## config.mk

```make
export PLATFORM = sky130hd
export DESIGN_NAME = periodic_event_step_limiter_top
export DESIGN_NICKNAME = d
export VERILOG_FILES = /design/src/hw/rtl/pesl_pkg.sv /design/src/hw/rtl/periodic_event_step_limiter_top.sv /design/src/hw/rtl/pesl_slot_mem.sv /design/src/hw/rtl/pesl_slot_pipe.sv
export SDC_FILE = /design/constraint.sdc
export NUM_CORES = 2
export LEC_CHECK = 0
export BUFFER_PORTS_ARGS = -buffer_cell sky130_fd_sc_hd__buf_2
export CORE_MARGIN = 4
export CORE_UTILIZATION = 35
export CTS_CLUSTER_SIZE = 40
export DETAILED_ROUTE_END_ITERATION = 6
export PLACE_DENSITY = 0.55
export SYNTH_ARGS = -nofsm -noshare
export SYNTH_HDL_FRONTEND = slang
export SYNTH_SLANG_ARGS = --single-unit
```

## constraint.sdc

```tcl
create_clock -name clk -period 10.9 [get_ports clk]
set_input_delay 0.545 -clock clk [delete_from_list [all_inputs] [get_ports clk]]
set_output_delay 0.545 -clock clk [all_outputs]
set_load 0.01 [all_outputs]
```

## src/hw/rtl/pesl_pkg.sv

```systemverilog
package pesl_pkg;

	localparam int MAX_EVENTS_DEF = 16;
	localparam int TIME_BITS_DEF  = 48;

	// Field widths on the ports.
	localparam int FIELD_TIME_W = 48;
	localparam int EVENT_ID_W   = 4;
	localparam int REQ_W        = 2;

	// Input word layout, lowest bit first.
	localparam int ID_LSB    = 0;
	localparam int IV_LSB    = ID_LSB + EVENT_ID_W;
	localparam int PREV_LSB  = IV_LSB + FIELD_TIME_W;
	localparam int TIME_LSB  = PREV_LSB + FIELD_TIME_W;
	localparam int S_USED_W  = TIME_LSB + FIELD_TIME_W;
	localparam int S_TDATA_W = ((S_USED_W + 7) / 8) * 8;

	// Output word layout: next_interval, then found.
	localparam int M_USED_W  = FIELD_TIME_W + 1;
	localparam int M_TDATA_W = ((M_USED_W + 7) / 8) * 8;
	localparam int M_PAD_W   = M_TDATA_W - M_USED_W;

	localparam int CFG_IDX_W = 1;
	localparam logic [CFG_IDX_W-1:0] REG_RUN_END  = 1'b0;
	localparam logic [CFG_IDX_W-1:0] REG_MAX_STEP = 1'b1;

	typedef enum logic [REQ_W-1:0] {
		REQ_SCHEDULE = 2'd0,
		REQ_CANCEL   = 2'd1,
		REQ_RESET    = 2'd2,
		REQ_QUERY    = 2'd3
	} req_t;

	typedef enum logic [4:0] {
		ST_IDLE   = 5'b00001,
		ST_PREP   = 5'b00010,
		ST_WALK   = 5'b00100,
		ST_DRAIN  = 5'b01000,
		ST_RESULT = 5'b10000
	} state_t;

	// Per-slot flags looked up for the entry whose read data just arrived.
	typedef struct packed {
		logic slot_valid;
		logic lm_zero;
	} slot_flags_t;

	// Status of the slot pipeline seen by the controller.
	typedef struct packed {
		logic busy;
		logic wb_en;
		logic upd_en;
	} pipe_stat_t;

endpackage

```

## src/hw/rtl/periodic_event_step_limiter_top.sv

```systemverilog
// Schedule, cancel and timer reset words go from idle through the result state to the output register.
// Query: the word passes through prep, a walk that reads one timer slot per cycle from the
// slot memory, a drain of the slot pipeline and the result state; a query at or after the
// run end goes from prep straight to the result state. One word is in work at a time; the
// next is taken the cycle after the result has moved into the output register.
// Reset clears slot validity, the configuration registers and the output valid; no clearing pass is run.
module periodic_event_step_limiter_top import pesl_pkg::*; #(
	parameter int MAX_EVENTS = MAX_EVENTS_DEF,
	parameter int TIME_BITS  = TIME_BITS_DEF
) (
	input  logic                    clk,
	input  logic                    arst_n,
	input  logic                    s_axis_tvalid,
	output logic                    s_axis_tready,
	// event_id, interval, prev_meas, current_time, zero fill
	input  logic [S_TDATA_W-1:0]    s_axis_tdata,
	// req_type
	input  logic [REQ_W-1:0]        s_axis_tuser,
	output logic                    m_axis_tvalid,
	input  logic                    m_axis_tready,
	// next_interval, found, zero fill
	output logic [M_TDATA_W-1:0]    m_axis_tdata,
	input  logic                    cfg_valid,
	output logic                    cfg_ready,
	input  logic [CFG_IDX_W-1:0]    cfg_index,
	input  logic [FIELD_TIME_W-1:0] cfg_data
);

	localparam int TW     = TIME_BITS;
	localparam int SLOT_W = (MAX_EVENTS > 1) ? $clog2(MAX_EVENTS) : 1;
	localparam int CNT_W  = $clog2(MAX_EVENTS + 1);

	state_t state_q, state_d;

	logic [TW-1:0]         run_end_q, max_step_q;
	logic [TW-1:0]         t_q, end_q, res_q;
	logic                  found_q;
	logic [CNT_W-1:0]      rd_cnt_q;
	logic [MAX_EVENTS-1:0] slot_vld_q, lm_zero_q;

	logic                    m_valid_q, out_found_q;
	logic [FIELD_TIME_W-1:0] out_step_q;

	logic              accept, in_range, out_free, issue, past_end;
	req_t              req;
	logic [SLOT_W-1:0] sid, idx_s1, wb_idx;
	logic [TW-1:0]     iv_in, prev_in, time_in;
	logic [TW:0]       tsum;

	logic              mem_we;
	logic [SLOT_W-1:0] mem_waddr;
	logic [2*TW-1:0]   mem_wdata, mem_rdata;
	logic [TW-1:0]     wb_iv, wb_lm, nxt_s3;
	slot_flags_t       flags;
	pipe_stat_t        stat;

	assign s_axis_tready = (state_q == ST_IDLE);
	assign accept        = s_axis_tvalid && s_axis_tready;
	assign req           = req_t'(s_axis_tuser);
	assign sid           = SLOT_W'(s_axis_tdata[ID_LSB +: EVENT_ID_W]);
	assign in_range      = 32'(s_axis_tdata[ID_LSB +: EVENT_ID_W]) < 32'(MAX_EVENTS);
	assign iv_in         = TW'(s_axis_tdata[IV_LSB +: FIELD_TIME_W]);
	assign prev_in       = TW'(s_axis_tdata[PREV_LSB +: FIELD_TIME_W]);
	assign time_in       = TW'(s_axis_tdata[TIME_LSB +: FIELD_TIME_W]);
	assign out_free      = !m_valid_q || m_axis_tready;
	assign issue         = (state_q == ST_WALK);
	assign past_end      = t_q >= run_end_q;
	assign tsum          = {1'b0, t_q} + {1'b0, max_step_q};
	assign cfg_ready     = 1'b1;

	always_comb begin
		state_d = state_q;
		unique case (state_q)
			ST_IDLE: begin
				if (accept) begin
					state_d = (req == REQ_QUERY) ? ST_PREP : ST_RESULT;
				end
			end
			ST_PREP: begin
				state_d = past_end ? ST_RESULT : ST_WALK;
			end
			ST_WALK: begin
				if (rd_cnt_q == CNT_W'(MAX_EVENTS - 1)) begin
					state_d = ST_DRAIN;
				end
			end
			ST_DRAIN: begin
				if (!stat.busy) begin
					state_d = ST_RESULT;
				end
			end
			ST_RESULT: begin
				if (out_free) begin
					state_d = ST_IDLE;
				end
			end
			default: state_d = ST_IDLE;
		endcase
	end

	always_ff @(posedge clk or negedge arst_n) begin
		if (!arst_n) begin
			state_q    <= ST_IDLE;
			run_end_q  <= '0;
			max_step_q <= '0;
			slot_vld_q <= '0;
			lm_zero_q  <= '0;
			m_valid_q  <= 1'b0;
		end else begin
			state_q <= state_d;
			if (cfg_valid) begin
				unique case (cfg_index)
					REG_RUN_END:  run_end_q  <= TW'(cfg_data);
					REG_MAX_STEP: max_step_q <= TW'(cfg_data);
					default: ;
				endcase
			end
			if (accept && in_range && req == REQ_SCHEDULE) begin
				slot_vld_q[sid] <= 1'b1;
				lm_zero_q[sid]  <= 1'b0;
			end else if (accept && in_range && req == REQ_CANCEL) begin
				slot_vld_q[sid] <= 1'b0;
			end else if (accept && req == REQ_RESET) begin
				// A set flag makes the slot read as last measured at time zero.
				lm_zero_q <= '1;
			end else if (stat.wb_en) begin
				lm_zero_q[wb_idx] <= 1'b0;
			end
			if (state_q == ST_RESULT && out_free) begin
				m_valid_q <= 1'b1;
			end else if (m_axis_tready) begin
				m_valid_q <= 1'b0;
			end
		end
	end

	always_ff @(posedge clk) begin
		if (accept) begin
			t_q     <= time_in;
			res_q   <= '0;
			found_q <= (req == REQ_CANCEL) && in_range && slot_vld_q[sid];
		end
		if (state_q == ST_PREP) begin
			rd_cnt_q <= '0;
			// The end of the step is tracked as an absolute time.
			end_q    <= (tsum >= {1'b0, run_end_q}) ? run_end_q : tsum[TW-1:0];
		end else if (issue) begin
			rd_cnt_q <= rd_cnt_q + 1'b1;
		end
		if (stat.upd_en && end_q >= nxt_s3) begin
			end_q <= (nxt_s3 > t_q) ? nxt_s3 : t_q;
		end
		if (state_q == ST_DRAIN && !stat.busy) begin
			res_q <= end_q - t_q;
		end
		if (state_q == ST_RESULT && out_free) begin
			out_step_q  <= FIELD_TIME_W'(res_q);
			out_found_q <= found_q;
		end
	end

	assign m_axis_tvalid = m_valid_q;
	assign m_axis_tdata  = {{M_PAD_W{1'b0}}, out_found_q, out_step_q};

	// Schedule writes and walk write-backs never fall in the same cycle.
	assign mem_we    = (accept && in_range && req == REQ_SCHEDULE) || stat.wb_en;
	assign mem_waddr = stat.wb_en ? wb_idx : sid;
	assign mem_wdata = stat.wb_en ? {wb_iv, wb_lm} : {iv_in, prev_in};

	assign flags.slot_valid = slot_vld_q[idx_s1];
	assign flags.lm_zero    = lm_zero_q[idx_s1];

	pesl_slot_mem #(
		.DEPTH (MAX_EVENTS),
		.AW    (SLOT_W),
		.DW    (2 * TW)
	) u_mem (
		.clk   (clk),
		.we    (mem_we),
		.waddr (mem_waddr),
		.wdata (mem_wdata),
		.re    (issue),
		.raddr (rd_cnt_q[SLOT_W-1:0]),
		.rdata (mem_rdata)
	);

	pesl_slot_pipe #(
		.TW     (TW),
		.SLOT_W (SLOT_W)
	) u_pipe (
		.clk       (clk),
		.arst_n    (arst_n),
		.issue     (issue),
		.issue_idx (rd_cnt_q[SLOT_W-1:0]),
		.rd_iv     (mem_rdata[2*TW-1:TW]),
		.rd_lm     (mem_rdata[TW-1:0]),
		.flags     (flags),
		.cur_time  (t_q),
		.idx_s1    (idx_s1),
		.stat      (stat),
		.wb_idx    (wb_idx),
		.wb_iv     (wb_iv),
		.wb_lm     (wb_lm),
		.nxt_s3    (nxt_s3)
	);

endmodule

```

## src/hw/rtl/pesl_slot_mem.sv

```systemverilog
module pesl_slot_mem import pesl_pkg::*; #(
	parameter int DEPTH = MAX_EVENTS_DEF,
	parameter int AW    = 4,
	parameter int DW    = 2 * TIME_BITS_DEF
) (
	input  logic          clk,
	input  logic          we,
	input  logic [AW-1:0] waddr,
	input  logic [DW-1:0] wdata,
	input  logic          re,
	input  logic [AW-1:0] raddr,
	output logic [DW-1:0] rdata
);

	logic [DW-1:0] mem [DEPTH];

	always_ff @(posedge clk) begin
		if (we) begin
			mem[waddr] <= wdata;
		end
		if (re) begin
			rdata <= mem[raddr];
		end
	end

endmodule

```

## src/hw/rtl/pesl_slot_pipe.sv

```systemverilog
module pesl_slot_pipe import pesl_pkg::*; #(
	parameter int TW     = TIME_BITS_DEF,
	parameter int SLOT_W = 4
) (
	input  logic              clk,
	input  logic              arst_n,
	input  logic              issue,
	input  logic [SLOT_W-1:0] issue_idx,
	input  logic [TW-1:0]     rd_iv,
	input  logic [TW-1:0]     rd_lm,
	input  slot_flags_t       flags,
	input  logic [TW-1:0]     cur_time,
	output logic [SLOT_W-1:0] idx_s1,
	output pipe_stat_t        stat,
	output logic [SLOT_W-1:0] wb_idx,
	output logic [TW-1:0]     wb_iv,
	output logic [TW-1:0]     wb_lm,
	output logic [TW-1:0]     nxt_s3
);

	logic              v_s1, v_s2, v_s3;
	logic [SLOT_W-1:0] idx_s2;
	logic [TW-1:0]     iv_s2, due_s2;
	logic              act_s2, act_s3;

	logic [TW-1:0] lm;
	logic [TW:0]   sum1, sum2;
	logic [TW-1:0] due, due_next, nxt;
	logic          act, adv;

	// Stage 1: the read word is here; work out when the timer falls due.
	always_comb begin
		lm   = flags.lm_zero ? '0 : rd_lm;
		sum1 = {1'b0, lm} + {1'b0, rd_iv};
		due  = sum1[TW] ? '1 : sum1[TW-1:0];
		act  = flags.slot_valid && (rd_iv != '0);
	end

	// Stage 2: advance a due timer and find its next measurement time.
	always_comb begin
		adv      = cur_time >= due_s2;
		sum2     = {1'b0, due_s2} + {1'b0, iv_s2};
		due_next = sum2[TW] ? '1 : sum2[TW-1:0];
		nxt      = adv ? due_next : due_s2;
	end

	always_ff @(posedge clk or negedge arst_n) begin
		if (!arst_n) begin
			v_s1 <= 1'b0;
			v_s2 <= 1'b0;
			v_s3 <= 1'b0;
		end else begin
			v_s1 <= issue;
			v_s2 <= v_s1;
			v_s3 <= v_s2;
		end
	end

	always_ff @(posedge clk) begin
		idx_s1 <= issue_idx;
		idx_s2 <= idx_s1;
		iv_s2  <= rd_iv;
		due_s2 <= due;
		act_s2 <= act;
		nxt_s3 <= nxt;
		act_s3 <= act_s2;
	end

	assign wb_idx      = idx_s2;
	assign wb_iv       = iv_s2;
	assign wb_lm       = due_s2;
	assign stat.busy   = v_s1 || v_s2 || v_s3;
	assign stat.wb_en  = v_s2 && act_s2 && adv;
	assign stat.upd_en = v_s3 && act_s3;

endmodule

```

### Word-level counts from Yosys, hierarchy flattened

Memory sizes are Yosys's and may differ from the RTL's. A register that Yosys moved wholly into a read port is not among the register bits.
Cells that the tools add are included.

* mux-type cells: 38
* reduce and logical (&&, ||, !) cells: 31
* order comparisons: 10
* bitwise gates (word level): 7
* $add $sub $neg: 5
* equal/unequal tests: 14

Operators by type and width (count)
* two-way mux 48 bit: 9
* adder 48 x 48 -> 49 bit: 3
* greater-or-equal comparator 48 bit: 3
* two-way mux 16 bit: 6
* two-way mux 96 bit: 1
* greater-or-equal comparator 49 x 48 -> 1 bit: 1
* bitwise AND 16 bit: 3
* > comparator 48 bit: 1
* nonzero test 48 bit: 1
* subtractor 48 bit: 1
* NOT 16 bit: 2
* two-way mux 5 bit: 6
* case mux 5 bit (5 select lines): 1
* bitwise OR 16 bit: 1
* less-than comparator 4 x 5 -> 1 bit (second input constant): 3
* logical AND 1 bit: 14
* binary-select mux 1 bit (select 4 bit): 3
* equality test 5 x 4 -> 1 bit (second input constant): 2
* two-way mux 1 bit: 9
* demux 1 bit (select 4 bit): 2
* greater-or-equal comparator 4 x 1 -> 1 bit (second input constant): 2
* nonzero test 2 bit: 4
* inequality test 2 bit (second input constant): 3
* AND reduction 2 bit: 3
* other kinds (15): 21

* memories kept: 1
* memory bits (writable): 1536
* logic and storage cells: 129
* bits of input ports: 208
* output and inout port bits: 59
* flip-flop bits (word level): 490

Memories
* u_mem.mem: depth 16, bits a word 96, rd ports 1, clocked after Yosys merged registers in 1, wr ports 1, RTL line pesl_slot_mem.sv:15 `logic [DW-1:0] mem [DEPTH];`

### Depth between registers and ports, before layout

* depth in word-level cells: 10
* mapped depth: 25
* mapped depth without buffers: 23

### Hierarchy

A second synthesis with hierarchy kept.

* cells, all modules: 6228
* area total of the unflattened synthesis: 95645.5 um2

By module, submodules not included
* pesl_slot_mem: area each 60316.6 um2, instances 1, sequential area each 49007.0 um2, cells each 2460
* periodic_event_step_limiter_top: area each 24546.0 um2, instances 1, sequential area each 9280.2 um2, cells each 2507
* pesl_slot_pipe: area each 10782.8 um2, instances 1, sequential area each 3158.0 um2, cells each 1261

### Worst setup path before layout

Ideal clock, no wire load.

* path kind: register -> register
* from: reg t_q[47]
* to: mem u_mem.mem[11][0] (netlist name) (enable)
* arrival: 9.093 ns
* required time: 10.217 ns
* slack: 1.124 ns
* cell stages (with the launch flop): 13
* path buffers: 3
* clock period less this slack: 9.776 ns
* cell sequence: edfxtp_1 -> ha_1 -> nand4_1 -> nor2_1 -> nand2_1 -> or4_1 -> nor2_1 -> a22oi_1 -> a21o_1 -> buf_2 -> buf_2 -> clkbuf_1 -> o21ai_0

* cells in the longest elaborated chain, start to end: 5
* elaborated cells between the ends (all ways): 6

RTL lines
* start, declared: RTL line periodic_event_step_limiter_top.sv:36 `logic [TW-1:0] t_q, end_q, res_q;`
* start signal, assigned: RTL line periodic_event_step_limiter_top.sv:139 `t_q <= time_in;`
* greater-or-equal comparator 48 bit *: RTL line pesl_slot_pipe.sv:41 `adv = cur_time >= due_s2;`
* logical AND 1 bit *: RTL line pesl_slot_pipe.sv:73 `assign stat.wb_en = v_s2 && act_s2 && adv;`
* logical OR 1 bit: RTL line periodic_event_step_limiter_top.sv:166 `assign mem_we = (accept && in_range && req == REQ_SCHEDULE) || stat.wb_en;`
* two-way mux 1 bit: RTL line pesl_slot_mem.sv:18 `if (we) begin`
* two-way mux 1 bit (implied by the code): RTL line pesl_slot_mem.sv:19 `mem[waddr] <= wdata;`
* end, declared: RTL line pesl_slot_mem.sv:15

Every way passes the cells marked *; elsewhere a longest branch is shown, timed or not.

### Worst setup path in the final report

* from: reg t_q[1]
* to: reg end_q[46] (data pin)

* cells in the longest elaborated chain, start to end: 5
* elaborated cells between the ends (all ways): 7

RTL lines
* adder 48 x 48 -> 49 bit: RTL line periodic_event_step_limiter_top.sv:68 `assign tsum = {1'b0, t_q} + {1'b0, max_step_q};`
* greater-or-equal comparator 49 x 48 -> 1 bit: RTL line periodic_event_step_limiter_top.sv:146 `end_q <= (tsum >= {1'b0, run_end_q}) ? run_end_q : tsum[TW-1:0];`
* two-way mux 48 bit: RTL line periodic_event_step_limiter_top.sv:146
* two-way mux 48 bit: RTL line periodic_event_step_limiter_top.sv:143 `if (state_q == ST_PREP) begin`
* two-way mux 48 bit *: RTL line periodic_event_step_limiter_top.sv:150 `if (stat.upd_en && end_q >= nxt_s3) begin`
* end signal, assigned: RTL line periodic_event_step_limiter_top.sv:146
* end signal, assigned: RTL line periodic_event_step_limiter_top.sv:151 `end_q <= (nxt_s3 > t_q) ? nxt_s3 : t_q;`
* end, declared: RTL line periodic_event_step_limiter_top.sv:36

Every way passes the cells marked *; elsewhere a longest branch is shown, timed or not. The select of a mux whose other input is x is not followed.
A chain may end at the register's enable or synchronous reset.

==> results_dict.tcl <==
set metrics [dict create \
    ir_drop_mv 0.172 \
    internal_power_mw 16.9 \
    grt_antenna_before_repair 32 \
    std_cell_rows 191 \
    netlist-cell-type-count 105 \
    syn_area_per_cell_sq_um 15.8 \
    cts_setup_buffers 0 \
    dominantRegCellSynth "sky130_fd_sc_hd__edfxtp_1" \
    detailedPlacementHpwl_mm 173 \
    final_period_minus_worst_setup_slack_ns 7.39 \
    max-cap-violations 0 \
    cellLeakagePower_nw 38.4 \
    fin_skew_ns 0.0826 \
    start_util_pct 35.2 \
    slew-limit-headroom_pct 15.5 \
    cts_repair_resize_count 0 \
    power_frac_seq_pct 39.7 \
    cts_tree "yes" \
    layout.filler_cells 24700 \
    combined_global_route_utilization_of_all_metal_layers_pct 19.3 \
    floorplan.core_area_sq_mm 0.271 \
    clock_power_share_pct 31.1 \
    preCtsSetupSlack_ns 3.64 \
    hold_path.class "input port to flip-flop" \
    fin_total_pwr_mw 24.9 \
    worst-setup-path-type "flip-flop to flip-flop" \
    finalMaxSlewViolations 0 \
    syn-instance-count 6044 \
    cpMostUsedCell "sky130_fd_sc_hd__a21oi_1" \
    clock_tree.buffer_depth 3 \
    layout.cells.most_common "sky130_fd_sc_hd__edfxtp_1" \
    vias 56400 \
    die-area_sq_mm 0.281 \
    worst_setup_path_start_kind "flip-flop" \
    cts.sink_count 2122 \
    holdCritStartpoint "s_axis_tvalid" \
    synth_largest_area_cell "sky130_fd_sc_hd__edfxtp_1" \
    worst-endpoint-required_ns 11.45 \
    overflow 0 \
    yosysWarnings 0 \
    mostFrequentLayoutCells "sky130_fd_sc_hd__edfxtp_1 (1826), sky130_fd_sc_hd__mux4_2 (495), sky130_fd_sc_hd__ha_1 (433)" \
    report.final.setup_viol 0 \
    timing.critical_path.slowest_cell_delay_ns 0.67 \
    critPathLaunch "t_q[1]" \
    die_x_um 530 \
    place.port_buffers 254 \
    critPathArrivalTime_ns 7.94 \
    clkLatencyLatePin_ns 0.89 \
    first_pass_grt_wire_length_mm 396 \
    synth_async_reset_ratio_pct 6.46 \
    synthDominantCellAreaShare_pct 57.5 \
    synth-edff-count 1826 \
    cts.root.buffer_cell "sky130_fd_sc_hd__clkbuf_16" \
    pwr_cell_area_mw_per_mm2 227 \
    power.combinational.fraction_pct 29.2 \
    grt_start_max_net_pins 118 \
    synth.yosys.seq_area_share_pct 64.4 \
    cts-hold-fix-buffers 98 \
    rsz0062_at_grt "false" \
    cts.clk_slew.worst_paths_ns 0.07 \
    route.final.wire_length_mm 277 \
    htree_levels 4 \
    totalNegativeSetupSlack_ns 0 \
    first_pass_iters 5 \
    power_switching_share_pct 32.2 \
    yosys_register_bits 2122 \
    num-nets-final 7107 \
    transition_at_the_pin_with_the_smallest_max_transition_slack_ns 1.26 \
    detail_route.wl_per_cell_um 27.0 \
    power.net_switching_mw 8.03 \
    crit_path_top_delay_cell "sky130_fd_sc_hd__buf_4" \
    worstSetupEndpointType "flip-flop" \
    cell_class_contributing_the_biggest_share_of_worst_path_delay "compound AO/OA/AOI/OAI gates" \
    hold_violations 0 \
    dieHeight_um 530 \
    run_status "finished, final reports clean" \
    detailedRoute.firstIterationViolations 5376 \
    dp_cells 9712 \
    timing.rr.start "t_q[1]" \
    post_synth_main_area_contributors "sky130_fd_sc_hd__edfxtp_1 (58%), sky130_fd_sc_hd__mux4_2 (12%), sky130_fd_sc_hd__ha_1 (5.7%), sky130_fd_sc_hd__dfrtp_1 (3.6%), sky130_fd_sc_hd__dfxtp_1 (3.3%)" \
    fin_crit_sh_pct 67.8 \
    maximum_fanout_count_along_the_critical_path 93 \
    fin_cells 10200 \
    gp_routability_congestion 0.921 \
    crit_path_cell_chain "inv_1 > fa_1 > nor2b_1 > o31ai_1 > a21oi_1 > o311ai_1 > and2b_1 > a2111oi_2 > o211a_1 > or3_1 > and2_1 > ha_1 > a21oi_1 > nor2b_1 > a2111oi_0 > o311ai_0 > a221oi_1 > o221ai_1 > nor2_4 > buf_4 > nor2_1 > a311oi_1 > a21oi_1" \
    cts_made_buffers 220 \
    drcViolationCount 0 \
    vias_per_cell 5.51 \
    layout_setup_ws_ns 3.51 \
    netlist_area_sq_mm 0.0954 \
    fmax_ghz 0.135 \
    via_count_of_the_first_global_routing_pass 56000 \
    post_route_cells_drive_above_1_share_pct 20.8 \
    drtAntennaViolNets 0 \
    critPathBufInv 2 \
    io-pin-count 267 \
    area_growth_pct 15.0 \
]
## cell usage after synthesis (136+ instances only)
| master | number |
|---|---|
| sky130_fd_sc_hd__dfxtp_1 | 159 |
| sky130_fd_sc_hd__inv_1 | 266 |
| sky130_fd_sc_hd__a21oi_1 | 333 |
| sky130_fd_sc_hd__clkbuf_1 | 169 |
| sky130_fd_sc_hd__edfxtp_1 | 1826 |
| sky130_fd_sc_hd__a21o_1 | 156 |
| sky130_fd_sc_hd__dfrtp_1 | 136 |
| sky130_fd_sc_hd__nand2_1 | 312 |
| sky130_fd_sc_hd__ha_1 | 433 |
| sky130_fd_sc_hd__o21ai_0 | 278 |
| sky130_fd_sc_hd__mux4_2 | 495 |
| sky130_fd_sc_hd__nor2_1 | 278 |
## flip-flops by register name, indices dropped and copies added, names as in the netlist, 4 cells and up, named ones only
signal and cells:
max_step_q 48, u_pipe.idx_s1 4, u_pipe.wb_lm 48, end_q 48, u_pipe.wb_iv 48, out_step_q 48, state_q 5, rd_cnt_q 5
run_end_q 48, u_mem.mem 1536, u_mem.rdata 96, lm_zero_q 16, u_pipe.nxt_s3 48, u_pipe.wb_idx 4, t_q 48, res_q 48
## path summary, 6_finish.rpt
kind,end,slack [ns],cells past startpoint
worst max register to register,end_q[46],3.51,23
worst max-delay path,end_q[46],3.51,23
min in group asynchronous,run_end_q[7],0.25,2
worst min-delay path,state_q[1],0.16,4
worst min register to register,u_pipe.v_s2,0.41,0
max in group asynchronous,lm_zero_q[9],9.44,3
## kinds of logic after synthesis
group | after synthesis | share of synthesized area [%]
compound gates | 1159 | 7.78
xor+xnor | 147 | 1.35
fa+ha+maj | 437 | 5.77
buf+inv | 519 | 2.20
flops | 2122 | 64.4
mux | 645 | 13.4
other cells | 2 | 0.00788
simple gates | 1013 | 5.06
## power groups by stage
stage / registers, mW / clock network [mW] / logic, mW
4_1_cts: 9.88 / 7.92 / 7.28
5_1_grt: 9.94 / 8.26 / 8.00
6_report: 9.89 / 7.76 / 7.28
3_3_place_gp: 10.0 / 0 / 7.15
3_5_place_dp: 10.0 / 0 / 7.21
2_1_floorplan: 9.83 / 0 / 5.21
## worst reg2reg max path, delay by kind of cell (launching register included)
kind                       cells  cell delay, ns
AOI/OAI and AO/OA             12            3.73
buffers and inverters          2            0.96
DFF                            1            0.56
adders and majority gates      2            0.56
and+or+nand+nor                7            1.29
## through the flow
step / hold slack, ns / util [%] / cell area, sq um
after CTS: 0.0737 / 40.5 / 110000
after floorplan: 0.249 / - / 95400
final: 0.159 / 40.5 / 110000
after global routing: 0.155 / 40.5 / 110000
after global placement: 0.403 / 37.3 / 101000
after detailed placement: 0.401 / 37.3 / 101000
## final cells by class
cell class	count	area, sq um	share of cell area (%)
sequential	2122	61500	56.0
multi-input combinational	3409	32000	29.2
clock buffer	284	5940	5.41
tap	3570	4470	4.07
timing repair buffer	442	3160	2.88
clock inverter	137	1620	1.48
inverter	267	1010	0.918
antenna	6	15.0	0.0137
## layer usage
layer | GRT usage (%) | vias to the layer above | wire, um | part of all wire, %
met5 | 0 | - | 56 | 0.020
met3 | 2.71 | 346 | 17500 | 6.3
met2 | 30.2 | 1972 | 126000 | 46
met4 | 5.48 | 10 | 7750 | 2.8
met1 | 28.2 | 29400 | 125000 | 45
li1 | - | 24700 | - | -
Power figures use the tool's default switching activity.
